File: src/hw/rtl/ssi_pkg.sv
package ssi_pkg;

    localparam int COORD_WIDTH = 24;
    // widths of the exact intermediate values
    localparam int DIFF_W  = COORD_WIDTH + 1;
    localparam int PROD_W  = 2 * DIFF_W;
    localparam int CROSS_W = PROD_W + 1;
    localparam int SPLIT_W = (CROSS_W + 1) / 2;
    localparam int HI_W    = CROSS_W - SPLIT_W;
    localparam int PLO_W   = SPLIT_W + 1 + DIFF_W;
    localparam int PHI_W   = HI_W + 1 + DIFF_W;
    localparam int NUM_W   = CROSS_W + DIFF_W;
    localparam int REM_W   = CROSS_W;
    localparam int Q_W     = COORD_WIDTH;

    // one axis of the divider chain
    typedef struct packed {
        logic [REM_W-1:0]       rem;
        logic [Q_W-1:0]         rest;
        logic [Q_W-1:0]         quo;
        logic                   neg;
        logic [COORD_WIDTH-1:0] base;
    } t_lane;

    typedef struct packed {
        logic             valid;
        logic             hit;
        logic [REM_W-1:0] den;
    } t_side;

    typedef struct packed {
        t_side side;
        t_lane lx;
        t_lane ly;
    } t_cell_data;

endpackage

File: src/hw/rtl/ssi_div_cell.sv
module ssi_div_cell (
    input  logic                i_clk,
    input  logic                i_rst_n,
    input  logic                i_en,
    input  ssi_pkg::t_cell_data i_data,
    output ssi_pkg::t_cell_data o_data
);

    localparam int RW = ssi_pkg::REM_W;
    localparam int QW = ssi_pkg::Q_W;

    ssi_pkg::t_cell_data r_data;
    ssi_pkg::t_cell_data n_data;

    // one restoring step: bring down the next numerator bit, subtract if it fits
    function automatic ssi_pkg::t_lane f_step(ssi_pkg::t_lane l, logic [RW-1:0] den);
        logic [RW:0]    trial;
        logic [RW:0]    diff;
        ssi_pkg::t_lane o;
        trial = {l.rem, l.rest[QW-1]};
        diff  = trial - {1'b0, den};
        o      = l;
        o.rest = l.rest << 1;
        if (trial >= {1'b0, den}) begin
            o.rem = diff[RW-1:0];
            o.quo = {l.quo[QW-2:0], 1'b1};
        end else begin
            o.rem = trial[RW-1:0];
            o.quo = {l.quo[QW-2:0], 1'b0};
        end
        return o;
    endfunction

    always_comb begin
        n_data    = i_data;
        n_data.lx = f_step(i_data.lx, i_data.side.den);
        n_data.ly = f_step(i_data.ly, i_data.side.den);
    end

    always_ff @(posedge i_clk) begin
        if (!i_rst_n) begin
            r_data.side.valid <= 1'b0;
        end else if (i_en) begin
            r_data <= n_data;
        end
    end

    assign o_data = r_data;

endmodule

File: config.mk
export PLATFORM = sky130hd
export DESIGN_NAME = ssi_div_cell
export DESIGN_NICKNAME = d
export VERILOG_FILES = /design/src/hw/rtl/ssi_pkg.sv /design/src/hw/rtl/ssi_div_cell.sv
export SDC_FILE = /design/constraint.sdc
export NUM_CORES = 1
export LEC_CHECK = 0
export BUFFER_PORTS_ARGS = -buffer_cell sky130_fd_sc_hd__buf_2
export CORE_AREA = 2 2 238 240
export CTS_BUF_LIST = sky130_fd_sc_hd__clkbuf_4 sky130_fd_sc_hd__clkbuf_8 sky130_fd_sc_hd__clkbuf_16
export DETAILED_ROUTE_END_ITERATION = 16
export DIE_AREA = 0 0 240 242
export PLACE_DENSITY = 0.6
export SLEW_MARGIN = 15
export SYNTH_ARGS = -nofsm -noshare
export SYNTH_HDL_FRONTEND = slang
export SYNTH_SLANG_ARGS = --single-unit
File: constraint.sdc
create_clock -name i_clk -period 11.2 [get_ports i_clk]
set_input_delay 0.56 -clock i_clk [delete_from_list [all_inputs] [get_ports i_clk]]
set_output_delay 0.56 -clock i_clk [all_outputs]
set_load 0.005 [all_outputs]
Yosys cells after proc, flatten, opt, wreduce, memory -nomap -nowiden. Index checks and enable logic that the tools add are counted.

Bits in registers: 299. Input port bits: 304. Output and inout port bits: 301. Word-level logic and storage cells: 22.

Add/subtract/negate cells: 2. Order comparisons: 2. Muxes and demuxes: 4. Reduce and logical (&&, ||, !) cells: 1.

Operator list (number): $ge 52x51->1 (2); $mux 51 (2); $sub 51x51->51 (2); $mux 1 (2); $reduce_and 2->1 (1).

Depth between registers and ports, before layout.
Word-level depth: 2. Depth in mapped cells: 15. Depth with buffers taken out: 13.

Worst setup path after synthesis. Ideal clock, no wire load.

Kind: input -> register. Start: in i_en. End: reg r_data, in the netlist o_data[0] (enable). Setup time: 0.696 ns. Data arrival time: 7.282 ns. Required time: 10.504 ns. Setup slack: 3.222 ns. Stages on the path: 1. Buffers on the path: 0. Cells stage by stage: and2_1.

Word-level cells in the longest chain between the ends: 1.

RTL lines: start, declared (RTL line ssi_div_cell.sv:4) `input logic i_en,`; $reduce_and 2->1 (no line); end signal, assigned (RTL line ssi_div_cell.sv:44) `r_data <= n_data;`; end, declared (RTL line ssi_div_cell.sv:12) `ssi_pkg::t_cell_data r_data;`.

Every way passes these cells. A chain may end at the register's enable or synchronous reset.

==> impl_metrics.toml <==
[cts]
cts_sinks = 299
cts_made_buffers = 37
worstSkewPairLatency_ns = 0.55
cts_tree = "done"
post_cts_buffers = 0
htreeDepth = 2
ctsResizeCount = 0
clockBufferDepth = 3
postCtsHoldBufs = 0
cts.reportedPaths.clkPinSlew_ns = 0.06
root_buffer = "clkbuf_16"

[finish]
area_delta_synth_final_pct = 31.0
drive_gt1_share_pct = 34.2
fill_cells = 5559
largest_reg_flops = 299
layout_common_cells = "600 x buf_2, 298 x edfxtp_1, 142 x a21oi_1, 113 x nand2_1, 102 x ha_1"
nNetsFinal = 2427
final_util_pct = 38.1
mostFrequentLayoutCell = "buf_2"
design_area_mm2 = 0.0212

[timing]
final.period_utilization_pct = 42.6
fin_skew_ns = 0
setup_viol = 0
slew_violations = 0
rsz0062_at_grt = "false"
hold_ws_ns = 0.181
fin_setup_tns_ns = 0
tightest_slew_ns = 1.04
period_needed_ns = 4.77
hold_viol = 0
timing.slew.headroom_pct = 30.6
clock.fmax_mhz = 210

[synth]
seq_area_frac_synth_pct = 55.3
syn-instance-count = 1436
syn_avg_cell_area_um2 = 11.3
synth_flop_cell = "edfxtp_1"
synth.distinct_cells = 73
yosysTopAreaCell = "edfxtp_1"
synth_edf_count = 298
synth_warnings = 0
async_flop_share_pct = 0
yosys-top-cells-area = "edfxtp_1 55%, ha_1 7.9%, a21oi_1 4.4%, a21o_1 3.3%, o21ai_0 3.1%"
yosys_register_bits = 299
syn-cell-area_mm2 = 0.0162
yosys.area.top_type_share_pct = 55.2

[setup_path]
crit_fanout = 51
required_ns = 11.47
crit_type = "in2reg"
cp-end-kind = "register"
critPathMaxStageDelay_ns = 0.56
cp-start-kind = "input pin"
worst_path_max_delay_cell = "or4_1"
crit_chain = "buf_2, inv_1, ha_1, nand4_1, or4_1, or3_1, a211oi_2, nor3_2, o21ai_2, a21oi_1, o211ai_4, buf_4, buf_4, nor4b_2, a311oi_2"
crit_arrival_ns = 5.04
critPathBufInv = 4
critPathLaunch = "i_data[274]"
crit_family = "simple AND/OR/NAND/NOR gates"
r2r_start = "o_data[300]"
crit_top_cell = "buf_4"
worst-r2r-setup-slack_ns = 10.59

[floorplan]
die_width_um = 240
pin_count = 605
rows = 87
coreArea_mm2 = 0.0557
die_h_um = 242
die_area_mm2 = 0.0581
start_util_pct = 29.1

[power]
clockPowerShare_pct = 37.8
total_power_w = 0.00331
power.share.combinational_pct = 20.6
p_leak_nw = 9.28
p_int_w = 0.00239
netSwitchingPower_w = 0.000924
p_per_area_mw_per_mm2 = 156
ir_drop_v = 0.0000924
swShare_pct = 27.9
seq_power_share_pct = 41.6

[placement]
hpwl_um = 49100
place_area_mm2 = 0.0200
port_buffers = 600
gp_congestion = 0.899

[route]
num_vias = 13716
wl_um = 60600
vias_per_cell = 4.88
drc = 0
ant_nets = 0
first_iter_violations = 762
dr.pass1.iters = 5
avgRoutedWirePerCell_um = 21.6

[global_route]
track_usage_pct = 20.0
grt.busiest_layer = "met2"
met1_usage_pct = 23.1
antenna_found_initial = 15
grt_pass1_vias = 13619
grt_remaining_overflow = 0
grt_util_met3_pct = 5.44
grt_max_degree = 83
grt_first_pass_wirelength_um = 86300
grtUsageMet2_pct = 35.9

[flow_run]
max_cap_viol_count = 0

[worst_hold_path]
hold_path.startpoint = "i_data[50]"
min_path_type = "in2reg"

[run_status]
status = "complete, no violations"
==> layout make-up <==
cell class	count	area, µm²	share of cell area (%)
well taps	756	946	4.45
diodes	5	12.5	0.0589
clock buffers	43	988	4.65
flip-flops and latches	299	8970	42.2
repair buffers	609	3070	14.5
inverters	85	319	1.50
clock inverters	25	280	1.32
multi-input cells	987	6650	31.3
==> worst paths after layout <==
path	end	cells after the start
min reg2reg	o_data[300]	2
max	o_data[116]	15
max reg2reg	o_data[300]	2
min	o_data[51]	1
==> synthesized netlist by cell type, types with 3 or more instances <==
cell       number
nand3b_1        3
xnor2_1        56
or3_1           4
nor2_1        100
a21oi_1       142
xor2_1         36
nor2b_1        16
mux2i_1         3
o2111ai_1       3
buf_2           9
o21bai_1       14
nand3_1        22
a41oi_1         3
mux2_2         13
o21a_1         10
a31oi_1        15
a41o_1          3
a21boi_0        7
edfxtp_1      298
nand4b_1        3
o221ai_1        4
o31ai_1         4
and4_1          6
ha_1          102
a211o_1         4
nand2_1       113
nand4_1        31
a211oi_1       11
nor4_1          3
inv_1          85
clkbuf_1       49
o21ai_0        99
a221o_1         4
and3_1          7
and2_1          7
buf_4           7
nand2b_1       12
or2_2           5
nor3_1          4
a21o_1         71
o211ai_1        9
==> logic make-up (layout without fill, tap and decap cells) <==
logic type,count (synthesis),count (layout),share of synthesized area [%]
other,1,7,0.0231
flip-flops,299,299,55.3
XOR/XNOR,92,92,4.97
AO/OA/AOI/OAI,428,428,16.5
AND/OR/NAND/NOR,345,345,10.2
adder cells (fa/ha/maj),104,104,8.12
buffers and inverters,151,762,3.78
multiplexers,16,16,1.09
==> layer usage <==
metal,wire length (µm),vias to the layer above
met5,121,-
met3,4710,92
met2,30600,538
li1,-,6502
met1,23600,6566
met4,1570,18
==> metrics by stage <==
step                instances  worst slack, ns
finish                   2809             6.43
CTS                      2804             6.40
global placement         2736             5.85
detailed placement       2736             5.79
floorplan                1437             3.22
global route             2805             6.03
==> power by group through the flow <==
stage                     Clock (W)  Sequential (W)  Combinational [W]
after floorplan                   0         0.00142           0.000375
after global placement            0         0.00140           0.000679
after detailed placement          0         0.00140           0.000684
final                       0.00125         0.00138           0.000683
after global routing        0.00132         0.00138           0.000753
after CTS                   0.00129         0.00138           0.000688
(Power assumes the default switching activity.)
